## config.mk

```make
export PLATFORM = sky130hd
export DESIGN_NAME = sensor_dump_poller
export DESIGN_NICKNAME = d
export VERILOG_FILES = /design/src/sv/sdp_pkg.sv /design/src/sv/sdp_ctrl.sv /design/src/sv/sdp_dp.sv /design/src/sv/sensor_dump_poller.sv
export VERILOG_INCLUDE_DIRS = /design/src /design/src/sv
export SDC_FILE = /design/constraint.sdc
export NUM_CORES = 1
export LEC_CHECK = 0
export BUFFER_PORTS_ARGS = -buffer_cell sky130_fd_sc_hd__buf_2
export CAP_MARGIN = 20
export CORE_MARGIN = 5
export CORE_UTILIZATION = 40
export DETAILED_ROUTE_END_ITERATION = 7
export PLACE_DENSITY = 0.62
export RECOVER_POWER = 100
export SETUP_SLACK_MARGIN = 0.1
export SLEW_MARGIN = 40
export SYNTH_ARGS = -nofsm -noshare
export SYNTH_HDL_FRONTEND = slang
export SYNTH_SLANG_ARGS = --single-unit
```

## constraint.sdc

```tcl
create_clock -name clock -period 5.7 [get_ports clock]
set_input_delay 0.57 -clock clock [delete_from_list [all_inputs] [get_ports clock]]
set_output_delay 0.57 -clock clock [all_outputs]
set_load 0.005 [all_outputs]
```

## src/sv/sensor_dump_poller_defines.svh

```systemverilog
// ---------------------------------------------------------------------------
// sensor_dump_poller_defines
// assertion macros shared by the sensor dump poller
// ---------------------------------------------------------------------------
`ifndef SENSOR_DUMP_POLLER_DEFINES_SVH
`define SENSOR_DUMP_POLLER_DEFINES_SVH

// same-cycle implication, disabled during reset
`define SDP_ASSERT_IMPLIES(label, clk, rst, ante, cons) \
   label: assert property (@(posedge clk) disable iff (rst) (ante) |-> (cons)) \
      else $error("sensor dump poller: same-cycle check failed");

// next-cycle implication, disabled during reset
`define SDP_ASSERT_NEXT(label, clk, rst, ante, cons) \
   label: assert property (@(posedge clk) disable iff (rst) (ante) |=> (cons)) \
      else $error("sensor dump poller: next-cycle check failed");

`endif

```

## src/sv/sdp_pkg.sv

```systemverilog
// ---------------------------------------------------------------------------
// sdp_pkg
// shared types, constants and helpers of the sensor dump poller
// ---------------------------------------------------------------------------
package sdp_pkg;

   // fixed field widths
   localparam int BYTE_W   = 8;
   localparam int MOD_W    = 3;
   localparam int SENSOR_W = 5;
   localparam int SCAN_W   = 16;
   localparam int CNT_W    = 4;
   localparam int CSR_IDX_W = 2;

   // parameter defaults
   localparam int MODULE_COUNT_DEF = 5;
   localparam int RECENT_DEPTH_DEF = 15;

   // register reset values
   localparam logic [BYTE_W-1:0] DUMP_CMD_RST   = 8'd133;
   localparam logic [BYTE_W-1:0] FOLLOW_CMD_RST = 8'd192;

   // register indexes
   localparam logic [CSR_IDX_W-1:0] CSR_DUMP   = 2'd0;
   localparam logic [CSR_IDX_W-1:0] CSR_FOLLOW = 2'd1;

   // result kinds
   typedef enum logic [1:0] {
      KIND_NONE   = 2'd0,
      KIND_CMD    = 2'd1,
      KIND_SENSOR = 2'd2
   } kind_type;

   // controller to datapath commands
   typedef struct packed {
      logic     load_out;
      kind_type out_kind;
      logic     out_follow;
      logic     out_taken;
      logic     out_last;
      logic     cap_first;
      logic     cap_pair;
      logic     scan_step;
      logic     list_write;
      logic     mod_step;
   } sdp_cmd_type;

   // datapath to controller status
   typedef struct packed {
      logic can_load;
      logic bit_set;
      logic hit;
      logic scan_done;
      logic last_module;
   } sdp_stat_type;

   // row pointer width for a list depth
   function automatic int sdp_row_w(input int depth);
      int w;
      w = (depth > 1) ? $clog2(depth) : 1;
      return w;
   endfunction

endpackage

```

## src/sv/sdp_ctrl.sv

```systemverilog
// ---------------------------------------------------------------------------
// sdp_ctrl
// poll sequencer: link phase tracking and bit scan sequencing
// ---------------------------------------------------------------------------
module sdp_ctrl
   import sdp_pkg::*;
(
   input  logic         clock,
   input  logic         reset,
   input  logic         req_valid,
   input  logic         req_rx_valid,
   output logic         req_stall,
   input  sdp_stat_type stat,
   output sdp_cmd_type  cmd
);

   typedef enum logic [2:0] {
      ST_ACCEPT = 3'b001,
      ST_SCAN   = 3'b010,
      ST_FOLLOW = 3'b100
   } ctrl_state_type;

   typedef enum logic [2:0] {
      PH_IDLE  = 3'b001,
      PH_SENT  = 3'b010,
      PH_BYTE1 = 3'b100
   } phase_type;

   ctrl_state_type state_ff, state_in;
   phase_type      phase_ff, phase_in;

   // next state and commands
   always_comb begin
      state_in  = state_ff;
      phase_in  = phase_ff;
      req_stall = 1'b1;
      cmd       = '0;
      cmd.out_kind = KIND_NONE;
      unique case (state_ff)
         ST_ACCEPT: begin
            req_stall = !stat.can_load;
            if (req_valid && stat.can_load) begin
               unique case (phase_ff)
                  PH_IDLE: begin
                     cmd.load_out = 1'b1;
                     cmd.out_kind = KIND_CMD;
                     cmd.out_last = 1'b1;
                     phase_in     = PH_SENT;
                  end
                  PH_SENT: begin
                     cmd.load_out = 1'b1;
                     cmd.out_last = 1'b1;
                     if (req_rx_valid) begin
                        cmd.cap_first = 1'b1;
                        cmd.out_taken = 1'b1;
                        phase_in      = PH_BYTE1;
                     end
                  end
                  PH_BYTE1: begin
                     if (req_rx_valid) begin
                        cmd.cap_pair = 1'b1;
                        state_in     = ST_SCAN;
                     end else begin
                        cmd.load_out = 1'b1;
                        cmd.out_last = 1'b1;
                     end
                  end
                  default: begin
                     cmd.load_out = 1'b1;
                     cmd.out_last = 1'b1;
                     phase_in     = PH_IDLE;
                  end
               endcase
            end
         end
         ST_SCAN: begin
            // one sensor bit per cycle, report waits for room in the output register
            if (stat.bit_set && !stat.hit) begin
               if (stat.can_load) begin
                  cmd.load_out   = 1'b1;
                  cmd.out_kind   = KIND_SENSOR;
                  cmd.out_taken  = 1'b1;
                  cmd.list_write = 1'b1;
                  cmd.scan_step  = 1'b1;
               end
            end else begin
               cmd.scan_step = 1'b1;
            end
            if (cmd.scan_step && stat.scan_done) begin
               state_in = ST_FOLLOW;
            end
         end
         ST_FOLLOW: begin
            if (stat.can_load) begin
               cmd.load_out   = 1'b1;
               cmd.out_kind   = KIND_CMD;
               cmd.out_follow = 1'b1;
               cmd.out_taken  = 1'b1;
               cmd.out_last   = 1'b1;
               cmd.mod_step   = 1'b1;
               phase_in       = stat.last_module ? PH_IDLE : PH_SENT;
               state_in       = ST_ACCEPT;
            end
         end
         default: begin
            state_in = ST_ACCEPT;
         end
      endcase
   end

   // state registers
   always_ff @(posedge clock) begin
      if (reset) begin
         state_ff <= ST_ACCEPT;
         phase_ff <= PH_IDLE;
      end else begin
         state_ff <= state_in;
         phase_ff <= phase_in;
      end
   end

endmodule

```

## src/sv/sdp_dp.sv

```systemverilog
// ---------------------------------------------------------------------------
// sdp_dp
// datapath: command registers, byte capture, recent list and result register
// ---------------------------------------------------------------------------
module sdp_dp
   import sdp_pkg::*;
#(
   parameter int MODULE_COUNT = MODULE_COUNT_DEF,
   parameter int RECENT_DEPTH = RECENT_DEPTH_DEF
) (
   input  logic                             clock,
   input  logic                             reset,
   input  logic                             csr_write_en,
   input  logic [CSR_IDX_W-1:0]             csr_index,
   input  logic [BYTE_W-1:0]                csr_wdata,
   input  logic [BYTE_W-1:0]                req_rx_byte,
   input  sdp_cmd_type                      cmd,
   output sdp_stat_type                     stat,
   output logic                             rsp_valid,
   input  logic                             rsp_stall,
   output logic [1:0]                       rsp_kind,
   output logic [BYTE_W-1:0]                rsp_tx_byte,
   output logic [MOD_W-1:0]                 rsp_module_id,
   output logic [SENSOR_W-1:0]              rsp_sensor_number,
   output logic [sdp_row_w(RECENT_DEPTH)-1:0] rsp_row,
   output logic                             rsp_byte_taken,
   output logic                             rsp_last
);

   localparam int ROW_W = sdp_row_w(RECENT_DEPTH);

   logic [BYTE_W-1:0]   dump_ff, follow_ff;
   logic [BYTE_W-1:0]   first_ff;
   logic [SCAN_W-1:0]   scan_ff;
   logic [CNT_W-1:0]    cnt_ff;
   logic [MOD_W-1:0]    module_ff;
   logic [ROW_W-1:0]    next_row_ff, next_row_in;
   logic [RECENT_DEPTH-1:0] entry_valid_ff;
   logic [MOD_W-1:0]    entry_mod_ff [RECENT_DEPTH];
   logic [SENSOR_W-1:0] entry_num_ff [RECENT_DEPTH];
   logic [RECENT_DEPTH-1:0] hit_vec;
   logic [SENSOR_W-1:0] cur_num;

   logic                out_valid_ff;
   kind_type            kind_ff;
   logic [BYTE_W-1:0]   tx_ff;
   logic [MOD_W-1:0]    mod_out_ff;
   logic [SENSOR_W-1:0] num_out_ff;
   logic [ROW_W-1:0]    row_out_ff;
   logic                taken_ff, last_ff;

   // sensor number of the bit under scan, msb first
   assign cur_num = SENSOR_W'(cnt_ff) + SENSOR_W'(1);

   // compare the current sensor against every list entry
   always_comb begin
      for (int i = 0; i < RECENT_DEPTH; i++) begin
         hit_vec[i] = entry_valid_ff[i] && (entry_mod_ff[i] == module_ff) &&
                      (entry_num_ff[i] == cur_num);
      end
   end

   // row pointer wraps at the list depth
   assign next_row_in = (next_row_ff == ROW_W'(RECENT_DEPTH - 1)) ? '0 :
                        next_row_ff + ROW_W'(1);

   // status to the controller
   assign stat.can_load    = !out_valid_ff || !rsp_stall;
   assign stat.bit_set     = scan_ff[SCAN_W-1];
   assign stat.hit         = |hit_vec;
   assign stat.scan_done   = (cnt_ff == CNT_W'(SCAN_W - 1));
   assign stat.last_module = (module_ff >= MOD_W'(MODULE_COUNT - 1));

   // command registers
   always_ff @(posedge clock) begin
      if (reset) begin
         dump_ff   <= DUMP_CMD_RST;
         follow_ff <= FOLLOW_CMD_RST;
      end else if (csr_write_en) begin
         if (csr_index == CSR_DUMP) begin
            dump_ff <= csr_wdata;
         end
         if (csr_index == CSR_FOLLOW) begin
            follow_ff <= csr_wdata;
         end
      end
   end

   // module index, row pointer, list valid bits and first captured byte
   always_ff @(posedge clock) begin
      if (reset) begin
         module_ff      <= '0;
         next_row_ff    <= '0;
         entry_valid_ff <= '0;
         first_ff       <= '0;
      end else begin
         if (cmd.cap_first) begin
            first_ff <= req_rx_byte;
         end
         if (cmd.mod_step) begin
            module_ff <= stat.last_module ? '0 : module_ff + MOD_W'(1);
         end
         if (cmd.list_write) begin
            entry_valid_ff[next_row_ff] <= 1'b1;
            next_row_ff                 <= next_row_in;
         end
      end
   end

   // list payload and scan shifter
   always_ff @(posedge clock) begin
      if (cmd.list_write) begin
         entry_mod_ff[next_row_ff] <= module_ff;
         entry_num_ff[next_row_ff] <= cur_num;
      end
      if (cmd.cap_pair) begin
         scan_ff <= {first_ff, req_rx_byte};
         cnt_ff  <= '0;
      end else if (cmd.scan_step) begin
         scan_ff <= scan_ff << 1;
         cnt_ff  <= cnt_ff + CNT_W'(1);
      end
   end

   // result register valid
   always_ff @(posedge clock) begin
      if (reset) begin
         out_valid_ff <= 1'b0;
      end else if (cmd.load_out) begin
         out_valid_ff <= 1'b1;
      end else if (!rsp_stall) begin
         out_valid_ff <= 1'b0;
      end
   end

   // result register payload
   always_ff @(posedge clock) begin
      if (cmd.load_out) begin
         kind_ff    <= cmd.out_kind;
         tx_ff      <= '0;
         mod_out_ff <= '0;
         num_out_ff <= '0;
         row_out_ff <= '0;
         taken_ff   <= cmd.out_taken;
         last_ff    <= cmd.out_last;
         if (cmd.out_kind == KIND_CMD) begin
            tx_ff <= cmd.out_follow ? follow_ff : dump_ff;
         end
         if (cmd.out_kind == KIND_SENSOR) begin
            mod_out_ff <= module_ff;
            num_out_ff <= cur_num;
            row_out_ff <= next_row_ff;
         end
      end
   end

   assign rsp_valid         = out_valid_ff;
   assign rsp_kind          = kind_ff;
   assign rsp_tx_byte       = tx_ff;
   assign rsp_module_id     = mod_out_ff;
   assign rsp_sensor_number = num_out_ff;
   assign rsp_row           = row_out_ff;
   assign rsp_byte_taken    = taken_ff;
   assign rsp_last          = last_ff;

endmodule

```

## src/sv/sensor_dump_poller.sv

```systemverilog
// ---------------------------------------------------------------------------
// sensor_dump_poller: polls a sensor dump over a byte link, reports new sensors
// a plain poll sends the dump command; a second report byte starts the 16-bit scan, then the follow command
// the bit scan against the 15-entry recent list, one bit per cycle while no report waits, sets the rate
// synchronous reset restores command bytes 133/192, idle phase, empty list
// ---------------------------------------------------------------------------
`include "sensor_dump_poller_defines.svh"

module sensor_dump_poller
   import sdp_pkg::*;
#(
   parameter int MODULE_COUNT = MODULE_COUNT_DEF,
   parameter int RECENT_DEPTH = RECENT_DEPTH_DEF
) (
   input  logic                             clock,
   input  logic                             reset,
   input  logic                             csr_write_en,
   input  logic [CSR_IDX_W-1:0]             csr_index,
   input  logic [BYTE_W-1:0]                csr_wdata,
   input  logic                             req_valid,
   output logic                             req_stall,
   input  logic                             req_rx_valid,
   input  logic [BYTE_W-1:0]                req_rx_byte,
   output logic                             rsp_valid,
   input  logic                             rsp_stall,
   output logic [1:0]                       rsp_kind,
   output logic [BYTE_W-1:0]                rsp_tx_byte,
   output logic [MOD_W-1:0]                 rsp_module_id,
   output logic [SENSOR_W-1:0]              rsp_sensor_number,
   output logic [sdp_row_w(RECENT_DEPTH)-1:0] rsp_row,
   output logic                             rsp_byte_taken,
   output logic                             rsp_last
);

   sdp_cmd_type  cmd;
   sdp_stat_type stat;

   // poll sequencer
   sdp_ctrl u_ctrl (
      .clock        (clock),
      .reset        (reset),
      .req_valid    (req_valid),
      .req_rx_valid (req_rx_valid),
      .req_stall    (req_stall),
      .stat         (stat),
      .cmd          (cmd)
   );

   // datapath
   sdp_dp #(
      .MODULE_COUNT (MODULE_COUNT),
      .RECENT_DEPTH (RECENT_DEPTH)
   ) u_dp (
      .clock             (clock),
      .reset             (reset),
      .csr_write_en      (csr_write_en),
      .csr_index         (csr_index),
      .csr_wdata         (csr_wdata),
      .req_rx_byte       (req_rx_byte),
      .cmd               (cmd),
      .stat              (stat),
      .rsp_valid         (rsp_valid),
      .rsp_stall         (rsp_stall),
      .rsp_kind          (rsp_kind),
      .rsp_tx_byte       (rsp_tx_byte),
      .rsp_module_id     (rsp_module_id),
      .rsp_sensor_number (rsp_sensor_number),
      .rsp_row           (rsp_row),
      .rsp_byte_taken    (rsp_byte_taken),
      .rsp_last          (rsp_last)
   );

   // sensor reports are never last, always consume the byte, sit in a real row
   `SDP_ASSERT_IMPLIES(a_sensor_fields, clock, reset, rsp_valid && (rsp_kind == KIND_SENSOR), !rsp_last && rsp_byte_taken && (rsp_sensor_number != '0) && (int'(rsp_row) < RECENT_DEPTH))
   // a no-action result always closes its request
   `SDP_ASSERT_IMPLIES(a_none_last, clock, reset, rsp_valid && (rsp_kind == KIND_NONE), rsp_last)
   // while a request still has results pending no new request is taken
   `SDP_ASSERT_IMPLIES(a_busy_stall, clock, reset, rsp_valid && !rsp_last, req_stall)

endmodule
```

### Word level (Yosys, flattened, before mapping)

Memories as Yosys holds them, arrays and structs flattened.
Index checks and enable logic that the tools add are counted.
Widths: inputs -> output; s select.

* add/sub/neg operators: 4
* magnitude comparators: 3
* equal/unequal tests: 49
* muxes and demuxes: 48
* bitwise operators: 1
* reductions and logical operators: 47

Operator list (count)
* $eq 5x5->1: 15
* $eq 3x3->1: 15
* $mux 3: 12
* $logic_and 1x1->1: 34
* $mux 16: 2
* $pmux 3 s3: 3
* $mux 1: 19
* $or 15x15->15: 1
* $reduce_or 15->1: 1
* $reduce_and 5->1: 2
* $add 4x1->4 const B: 2
* $eq 4x4->1 const B: 2
* $mux 2: 4
* $mux 4: 2
* $mux 8: 1
* $ne 2x1->1 const B: 4
* $eq 3x1->1 const B: 2
* $eq 3x2->1 const B: 2
* $eq 3x3->1 const B: 2
* $mux 6: 1
* $ne 2x2->1 const B: 3
* $pmux 3 s2: 1
* $add 4x1->5 const B: 1
* $lt 4x5->1 const B: 1
* other kinds (14): 20

* register bits after elaboration: 97
* bits in writable memories: 120
* bits of input ports: 24
* output and inout bits: 26
* word-level logic and storage cells: 172
* memories kept: 2

Memory list
* u_dp.entry_num_ff: depth 15, width 5, rd ports 15, clocked after Yosys merged registers in 0, wr ports 1, line sdp_dp.sv:40 `logic [SENSOR_W-1:0] entry_num_ff [RECENT_DEPTH];`
* u_dp.entry_mod_ff: depth 15, width 3, rd ports 15, clocked after Yosys merged registers in 0, wr ports 1, line sdp_dp.sv:39 `logic [MOD_W-1:0] entry_mod_ff [RECENT_DEPTH];`

### Depth between registers and ports, before layout

Gate-level depths: netlist (run 1).
An unclocked memory read counts as a cell.

* word-level depth: 12
* mapped depth: 12
* gate-level depth less buffers: 10

### Hierarchy

From an unflattened synthesis (run 1), not the netlist that was laid out.

* cell total of the unflattened synthesis: 736
* area, all modules: 9381.5 µm²

Modules (own cells, without submodules)
* sdp_dp: instances 1, cells an instance 665, area each 8861.0 µm², sequential area each 5825.6 µm²
* sdp_ctrl: instances 1, cells an instance 71, area each 520.5 µm², sequential area each 120.1 µm²

### Least setup slack after synthesis (run 1)

OpenSTA, ideal clock, no wires.

* path type: flip-flop to flip-flop
* from: reg u_dp.cnt_ff[0]
* to: mem u_dp.entry_mod_ff[1][0] (enable)
* setup time: 395 ps
* arrival time: 3363 ps
* required time: 5305 ps
* path slack: 1943 ps
* stages on the path, launching flop included: 13
* buffers on the path: 3
* clock period less this slack: 3757 ps
* path through: dfxtp_1 -> ha_1 -> buf_2 -> buf_4 -> xor2_1 -> nor4_1 -> o2111ai_1 -> a2bb2oi_1 -> nand4_1 -> or3_4 -> or2_1 -> buf_2 -> nor4_1

* longest elaborated chain between the ends: 10
* elaborated cells between the ends (all ways): 38
* classes of those cells: 1 x add/sub; 15 x eq/ne; 4 x mux; 18 x reduce/logical

RTL lines
* from (decl): line sdp_dp.sv:35 `logic [CNT_W-1:0] cnt_ff;`
* from (signal assigned): line sdp_dp.sv:121 `cnt_ff <= cnt_ff + CNT_W'(1);`
* $add 4x1->5 (*): line sdp_dp.sv:53 `assign cur_num = SENSOR_W'(cnt_ff) + SENSOR_W'(1);`
* named net u_dp.cur_num[1]: line sdp_dp.sv:42 `logic [SENSOR_W-1:0] cur_num;`
* $eq 5x5->1: line sdp_dp.sv:59 `(entry_num_ff[i] == cur_num);`
* $logic_and 1x1->1: line sdp_dp.sv:58 `hit_vec[i] = entry_valid_ff[i] && (entry_mod_ff[i] == module_ff) &&`
* $reduce_or 15->1 (*): line sdp_dp.sv:70 `assign stat.hit = |hit_vec;`
* $logic_not 1->1 (*): line sdp_ctrl.sv:78 `if (stat.bit_set && !stat.hit) begin`
* $logic_and 1x1->1 (*): line sdp_ctrl.sv:78
* $mux 1 (*): line sdp_ctrl.sv:78
* $mux 2 (*): line sdp_ctrl.sv:39 `unique case (state_ff)`
* $mux 1 (*): line sdp_dp.sv:112 `if (cmd.list_write) begin`
* $mux 1 (not written as such) (*): line sdp_dp.sv:113 `entry_mod_ff[next_row_ff] <= module_ff;`
* to (decl): line sdp_dp.sv:39

Mark *: on every way through the listed nets, which the timed path passes. The rest lies on a longest branch.

### Final worst setup path (run 1)

* from: reg u_dp.cnt_ff[2]
* to: mem u_dp.entry_num_ff[1][1] (enable)

* longest elaborated chain between the ends: 10
* elaborated cells between the ends (all ways): 38
* classes of those cells: 1 x add/sub; 15 x eq/ne; 4 x mux; 18 x reduce/logical

RTL lines
* $add 4x1->5 (*): line sdp_dp.sv:53
* $eq 5x5->1: line sdp_dp.sv:59
* $logic_and 1x1->1: line sdp_dp.sv:58
* $reduce_or 15->1 (*): line sdp_dp.sv:70
* $logic_not 1->1 (*): line sdp_ctrl.sv:78
* $logic_and 1x1->1 (*): line sdp_ctrl.sv:78
* $mux 1 (*): line sdp_ctrl.sv:78
* $mux 2 (*): line sdp_ctrl.sv:39
* $mux 1 (*): line sdp_dp.sv:112
* $mux 1 (not written as such) (*): line sdp_dp.sv:114 `entry_num_ff[next_row_ff] <= cur_num;`
* to (decl): line sdp_dp.sv:40

Every way passes the cells marked *; elsewhere a longest branch is shown, timed or not.

==> parameters.txt, run 1 <==
Parameter                              Value

Detailed routing
  Total iterations of the first detailed-routing run    5
  Average wire length per cell after detail routing    17.6 um
  Detailed Route Iter0 Violations    532
  Detailed Route WL    20.1 mm
  Total vias in the final route    5832
  Post-DR vias/cell    5.12
  Drt drc    0
  Remaining antenna violation count after routing    0

Synthesis
  FFs w/ async S/R, synth    0%
  Sequential cell area fraction in the yosys report    62.5%
  Mapped Avg Cell Area    12.7 um^2
  Post-synth top area share    50.5%
  Top cells by count, synth    edfxtp_1 (160), dfxtp_1 (57), xor2_1 (54)
  Synthesized netlist net count    778
  Most common cell in the synthesized netlist    edfxtp_1
  Most frequently used flop master after synthesis    edfxtp_1
  Mapped cell area    9510 um^2
  Flip-flop and latch count after synthesis    217
  Synth warnings    0
  Ranking of synthesized cells by area    edfxtp_1 (51%), dfxtp_1 (12%), xor2_1 (5.0%), xnor2_1 (3.8%), mux2i_1 (3.1%)
  Cells after Synth    751
  Number of enable flip-flop cells after synthesis    160
  Area leader, netlist    edfxtp_1
  Distinct cell type count of the synthesized netlist    64

Timing
  RSZ-0062 raised after global routing    false
  Hold WS    0.296 ns
  Part of the cycle the worst path needs    82.9%
  Max Clock Skew    0.0212 ns
  Aggregate negative setup slack    0 ns
  Max-slew headroom    -50.6%
  Measured slew at the worst slew-check pin    2.26 ns
  Finish-stage setup viols    0
  Final hold violation count    0
  Final max-slew violation count    81
  FMAX    212 MHz
  Time the worst path needs with I/O delays and setup    4.72 ns

Worst setup path
  Count of cells along the worst register-to-register path    9
  Crit path capture type    flop
  Type of the setup path with the least slack    flop to flop
  Kind of cell with the highest combined delay on the critical path    simple AND/OR/NAND/NOR gates
  Reg-to-Reg End    u_dp.entry_num_ff[1][1]$_DFFE_PP_
  Startpoint type of the worst setup path    flop
  R2R Path Start    u_dp.cnt_ff[2]$_SDFFE_PP0P_
  Slowest cell delay on critical path    0.73 ns
  Peak fanout along the critical path    23
  Slowest-stage cell, CP    or3_1
  Number of buffers and inverters on the critical path    1
  Register-to-register setup slack    0.98 ns
  Critical path required time    5.84 ns
  Cells along the critical path    nand3_1, xor2_4, xor2_1, a32oi_1, o2111ai_1, or3_1, or2_0, nor4_1, clkbuf_1
  Endpoint arrival time on the critical path    4.86 ns

Worst hold path
  Min-delay worst type    input port to flop
  Hold Crit Start    csr_wdata[7]
  Endpoint of the worst hold-timing path    u_dp.follow_ff[7]$_SDFFE_PP1P_
  Worst hold path stage count    3

Global routing
  Antenna violations before repair    1
  GR Overflow Total    0
  Via count of the first global-routing pass    5856
  Total global-route track usage    14.9%
  Wire length of the first global-routing pass    31.9 mm
  Largest net degree at the start of global routing    44

Place
  Routability cong.    0.809
  I/O Buffers    49
  Final HPWL from detailed placement    13.0 mm

Power
  Worst vdd rail ir drop    0.193 mV
  Leakage power total    4.09 nW
  Total power    3.35 mW
  PwrDens    309 nW/um^2

Clock tree
  Number of setup buffers added after CTS    0
  CTS Buf Count    24
  CTS tree    yes
  Clock latency on the worst-skew pair    0.51 ns
  H-Tree Depth    1
  # hold bufs at CTS    0
  Num Clock Sinks    217
  Post-cts sizing count    0
  CTS Root Cell    clkbuf_16
  Clock slew at reported path FFs    0.06 ns
  Clock tree buffer depth    3

Cells and area
  Share of layout cells above drive strength 1    13.2%
  Final Util    46.2%
  Antenna diode instance count    0
  Area Overhead vs Synth    14.0%
  Total number of nets in the final design    828

Floorplanning
  Core Area    23500 um^2
  Floorplan row count    56
  Floorplan die area    27000 um^2
  Initial standard-cell utilization of the core    40.5%
  Die width    164 um
  I/O pin count    50
  Die Height    164 um

Run status
  Run status    complete, but fails checks
  Violated checks    max-capacitance violations, max-slew violations

Run
  Max-cap check violation count    2
flip-flops by register name, indices dropped and copies added, names as in the netlist:
name,count
u_dp.scan_ff,16
u_dp.rsp_byte_taken,1
u_dp.rsp_last,1
u_dp.entry_valid_ff,15
u_ctrl.state_ff,3
u_dp.next_row_ff,4
u_dp.entry_mod_ff,45
u_ctrl.phase_ff,3
u_dp.module_ff,3
u_dp.rsp_module_id,3
u_dp.rsp_sensor_number,5
u_dp.rsp_kind,2
u_dp.follow_ff,8
u_dp.first_ff,8
u_dp.rsp_tx_byte,8
u_dp.cnt_ff,4
u_dp.rsp_row,4
u_dp.dump_ff,8
u_dp.entry_num_ff,75
u_dp.rsp_valid,1
worst min-delay path: cells and delay by family:
kind | cells | cell delay, ns
simple gates | 1 | 0.06
buf+inv | 1 | 0.09
mux | 1 | 0.06
through the flow:
| step | worst slack [ns] | instance area (um^2) | std cells |
|---|---|---|---|
| floorplan | 1.94 | 9510 | 751 |
| finish | 0.977 | 10800 | 1138 |
| global route | 0.539 | 10800 | 1138 |
| detailed placement | 1.45 | 10100 | 1094 |
| CTS | 1.42 | 10900 | 1138 |
| global placement | 1.26 | 10100 | 1094 |
where the power goes:
| group | switching (mW) | total, mW | leakage (nW) | internal (mW) |
|---|---|---|---|---|
| Combinational | 0.0465 | 0.0713 | 1.57 | 0.0249 |
| Clock | 0.594 | 1.57 | 0.396 | 0.977 |
| Sequential | 0.0128 | 1.71 | 2.13 | 1.70 |
| Total | 0.654 | 3.35 | 4.09 | 2.70 |
layout by cell type, fill, tap and decap left out, drive strengths merged, types with 10 or more instances in the layout:
master  synthesis  final
xor2           55     55
buf            24     41
o211ai         10     10
mux2           15     15
nand3          11     11
a21oi          33     33
dfxtp          57     57
nor2b          13     13
nand2          39     39
nor3           11     11
inv            34     35
xnor2          41     41
nor4           12     12
clkbuf         18     58
nor2           49     49
nand4          12     12
mux2i          29     29
edfxtp        160    160
nand2b         23     23
final cells by class:
class,instances,area (um^2)
fillers,2106,12600
flip-flops and latches,217,5950
multi-input cells,456,3220
clock buffers,33,644
well taps,319,399
repair buffers,66,318
clock inverters,11,173
inverters,36,135
how the worst max path moves through the flow:
stage | startpoint | cells after the start | slack, ns | to
6_report | u_dp.cnt_ff[2]$_SDFFE_PP0P_ | 9 | 0.98 | u_dp.entry_num_ff[1][1]$_DFFE_PP_
5_1_grt | u_dp.module_ff[2]$_SDFFE_PP0P_ | 9 | 0.54 | u_dp.entry_num_ff[1][4]$_DFFE_PP_
4_1_cts | u_dp.cnt_ff[0]$_SDFFE_PP0P_ | 10 | 1.42 | u_dp.entry_num_ff[4][4]$_DFFE_PP_
3_5_place_dp | u_dp.cnt_ff[0]$_SDFFE_PP0P_ | 10 | 1.45 | u_dp.entry_num_ff[4][0]$_DFFE_PP_
3_3_place_gp | u_dp.cnt_ff[0]$_SDFFE_PP0P_ | 10 | 1.26 | u_dp.entry_mod_ff[5][1]$_DFFE_PP_
2_1_floorplan | u_dp.cnt_ff[0]$_SDFFE_PP0P_ | 12 | 1.94 | u_dp.entry_mod_ff[1][0]$_DFFE_PP_
cells by family (layout without fill, tap and decap cells):
group           count (synthesis)  in the layout  share of synthesized area, %
compound gates                113            113                          8.44
xor+xnor                       96             96                          9.04
fa+ha+maj                       3              3                         0.395
buf+inv                        78            146                          3.70
flops                         217            217                          62.5
mux                            44             44                          4.83
simple gates                  200            200                          11.1
layer usage:
layer  wire length, um  part of all wire, %  GRT usage, %
met5                 0                    0             0
met4               306                  1.5          3.28
met3               958                  4.8          1.88
met2              9720                   48          25.1
met1              9090                   45          20.7
Note: power is estimated with default switching activity, not from simulation.
==> run 2, diff against run 1 <==
--- a/config.mk
+++ b/config.mk
@@ -6,12 +6,13 @@
 export SDC_FILE = /design/constraint.sdc
 export NUM_CORES = 1
 export LEC_CHECK = 0
+export ABC_AREA = 1
 export BUFFER_PORTS_ARGS = -buffer_cell sky130_fd_sc_hd__buf_2
 export CAP_MARGIN = 20
 export CORE_MARGIN = 5
 export CORE_UTILIZATION = 40
 export DETAILED_ROUTE_END_ITERATION = 7
-export PLACE_DENSITY = 0.62
+export PLACE_DENSITY = 0.64
 export RECOVER_POWER = 100
 export SETUP_SLACK_MARGIN = 0.1
 export SLEW_MARGIN = 40
==> constraint.sdc (replaced) <==
create_clock -name clock -period 3.95 [get_ports clock]
set_input_delay 0.395 -clock clock [delete_from_list [all_inputs] [get_ports clock]]
set_output_delay 0.395 -clock clock [all_outputs]
set_load 0.005 [all_outputs]
==> parameters.txt, run 2 <==
Parameter                              Value

Run status
  Run status    complete, but fails checks
  Violated checks    max-capacitance violations, max-slew violations

Synthesis
  Most common cell in the synthesized netlist    nand2_1
  Most frequently used flop master after synthesis    edfxtp_1
  Area leader, netlist    edfxtp_1
  FFs w/ async S/R, synth    0%
  Cells after Synth    1166
  Top cells by count, synth    nand2_1 (381), inv_1 (182), edfxtp_1 (160)
  Flip-flop and latch count after synthesis    217
  Distinct cell type count of the synthesized netlist    35
  Synthesized netlist net count    1193
  Ranking of synthesized cells by area    edfxtp_1 (48%), nand2_1 (14%), dfxtp_1 (11%), inv_1 (6.8%), nor2_1 (5.6%)
  Post-synth top area share    47.8%
  Mapped Avg Cell Area    8.62 um^2
  Synth warnings    0
  Sequential cell area fraction in the yosys report    59.1%
  Number of enable flip-flop cells after synthesis    160
  Mapped cell area    10100 um^2

Place
  Post-Place Setup Slack    0.665 ns
  I/O Buffers    49
  Routability cong.    0.816
  Final HPWL from detailed placement    14.6 mm

Power
  PwrDens    431 nW/um^2
  Leakage power total    5.04 nW
  Worst vdd rail ir drop    0.343 mV

Floorplanning
  Die width    169 um
  I/O pin count    50
  Initial standard-cell utilization of the core    40.3%
  Core Area    25000 um^2
  Floorplan die area    28400 um^2
  Die Height    169 um
  Floorplan row count    58

Clock tree
  H-Tree Depth    1
  Clock tree buffer depth    3
  # hold bufs at CTS    0
  CTS Root Cell    clkbuf_16
  Clock slew at reported path FFs    0.06 ns
  Number of setup buffers added after CTS    0
  CTS Buf Count    24
  Clock latency on the worst-skew pair    0.51 ns
  Num Clock Sinks    217
  CTS tree    yes
  Post-cts sizing count    0

Timing
  Max Clock Skew    0.0109 ns
  Max-slew headroom    -12.4%
  Final max-slew violation count    26
  Post-route worst setup slack    0.586 ns
  Aggregate negative setup slack    0 ns
  Finish-stage setup viols    0
  Measured slew at the worst slew-check pin    1.69 ns
  Final hold violation count    0
  Time the worst path needs with I/O delays and setup    3.36 ns
  Part of the cycle the worst path needs    85.2%
  FMAX    297 MHz
  RSZ-0062 raised after global routing    false

Detailed routing
  Detailed Route WL    22.7 mm
  Average wire length per cell after detail routing    14.5 um
  Remaining antenna violation count after routing    0
  Total vias in the final route    7423
  Total iterations of the first detailed-routing run    7
  Detailed Route Iter0 Violations    547
  Post-DR vias/cell    4.74
  Drt drc    0

Worst setup path
  Peak fanout along the critical path    27
  Endpoint arrival time on the critical path    3.53 ns
  Crit path capture type    flop
  Startpoint type of the worst setup path    flop
  Type of the setup path with the least slack    flop to flop
  Critical path required time    4.12 ns

Cells and area
  Number of flip-flops in the largest register    75
  Share of layout cells above drive strength 1    8.83%
  Top Registers    u_dp.entry_num_ff: 75 flops, u_dp.entry_mod_ff: 45 flops, u_dp.scan_ff: 16 flops
  Area Overhead vs Synth    12.5%
  Antenna diode instance count    0
  Register bank with the most flops    u_dp.entry_num_ff
  Total number of nets in the final design    1244
  Multi-input gate area    3120 um^2
  Final-layout fill cell count    2443
  Most frequent cells in the layout    nand2_1 (382), inv_1 (183), edfxtp_1 (160)
  Combined flip-flop and latch cell area    5950 um^2
  Most common cell after layout, fill and taps aside    nand2_1

Global routing
  Wire length of the first global-routing pass    37.2 mm
  GR Overflow Total    0
  Total global-route track usage    16.1%
  Antenna violations before repair    0
  Largest net degree at the start of global routing    32
  Via count of the first global-routing pass    7147

Run
  Max-cap check violation count    1

Worst hold path
  Min-delay worst type    input port to flop
-- run 2: cell count changes in the layout (fill, tap and decap cells not counted), moves of 13 or more --
cell,previous run,this run
inv_1,34,183
mux2i_1,29,0
nand2_1,39,382
nand2b_1,23,0
nand3_1,11,50
nor2_1,49,151
nor2b_1,13,0
o21ai_0,8,34
xnor2_1,41,2
xor2_1,54,2
-- run 2: through the flow --
stage | hold slack (ns) | instance area [um^2] | total power [mW] | std cells | util, %
2_1_floorplan | 0.430 | 10100 | 2.63 | 1166 | -
3_3_place_gp | 0.439 | 10600 | 2.70 | 1521 | 42.3
3_5_place_dp | 0.441 | 10600 | 2.70 | 1521 | 42.4
4_1_cts | 0.0894 | 11400 | 4.92 | 1565 | 45.5
5_1_grt | 0.103 | 11300 | 5.05 | 1565 | 45.3
6_report | 0.109 | 11300 | 4.88 | 1565 | 45.3
-- run 2: cell families after synthesis --
family,after synthesis,synth area share (%)
buffers and inverters,228,9.62
XOR/XNOR,4,0.349
multiplexers,8,0.896
flip-flops,217,59.1
AO/OA/AOI/OAI,90,4.84
AND/OR/NAND/NOR,616,24.8
adder cells (fa/ha/maj),3,0.373
-- run 2: critical path, stage by stage (launching register included) --
cell,delay (ns)
dfxtp_1,0.40
ha_1,0.31
nand3_1,0.14
inv_2,0.42
nand2_1,0.11
nand2_1,0.09
nor2_1,0.04
nand3_1,0.08
nand2_1,0.05
nor2_1,0.15
nand2_2,0.07
nor2_1,0.21
nand2_4,0.23
inv_4,0.22
nand3_1,0.17
inv_1,0.32
-- run 2: cell type report --
| cell class | count | share of cell area, % |
|---|---|---|
| clock inverter | 8 | 0.763 |
| tap | 330 | 3.65 |
| clock buffer | 36 | 6.25 |
| timing repair buffer | 63 | 2.89 |
| inverter | 190 | 6.33 |
| multi-input combinational | 721 | 27.6 |
| sequential | 217 | 52.5 |
-- run 2: where the power goes --
group | switching (mW) | total (mW) | internal [mW]
combinational | 0.120 | 0.173 | 0.0532
sequential | 0.0151 | 2.48 | 2.46
clock | 0.864 | 2.22 | 1.36
-- run 2: worst paths after layout --
path | slack [ns] | end | start | cells after the start
min reg2reg | 0.45 | u_dp.entry_valid_ff[8]$_SDFFE_PP0N_ | u_dp.entry_valid_ff[8]$_SDFFE_PP0N_ | 2
max | 0.59 | u_dp.entry_mod_ff[1][2]$_DFFE_PP_ | u_dp.cnt_ff[1]$_SDFFE_PP0P_ | 15
max reg2reg | 0.59 | u_dp.entry_mod_ff[1][2]$_DFFE_PP_ | u_dp.cnt_ff[1]$_SDFFE_PP0P_ | 15
min | 0.11 | u_dp.dump_ff[2]$_SDFFE_PP1P_ | csr_wdata[2] | 3
-- run 2: routing by layer --
layer | GRT usage [%] | up-vias | wire (um)
li1 | - | 3766 | -
met1 | 22.6 | 3412 | 10500
met2 | 26.5 | 205 | 10500
met3 | 2.36 | 40 | 1230
met4 | 3.92 | 0 | 483
met5 | 0 | - | 0
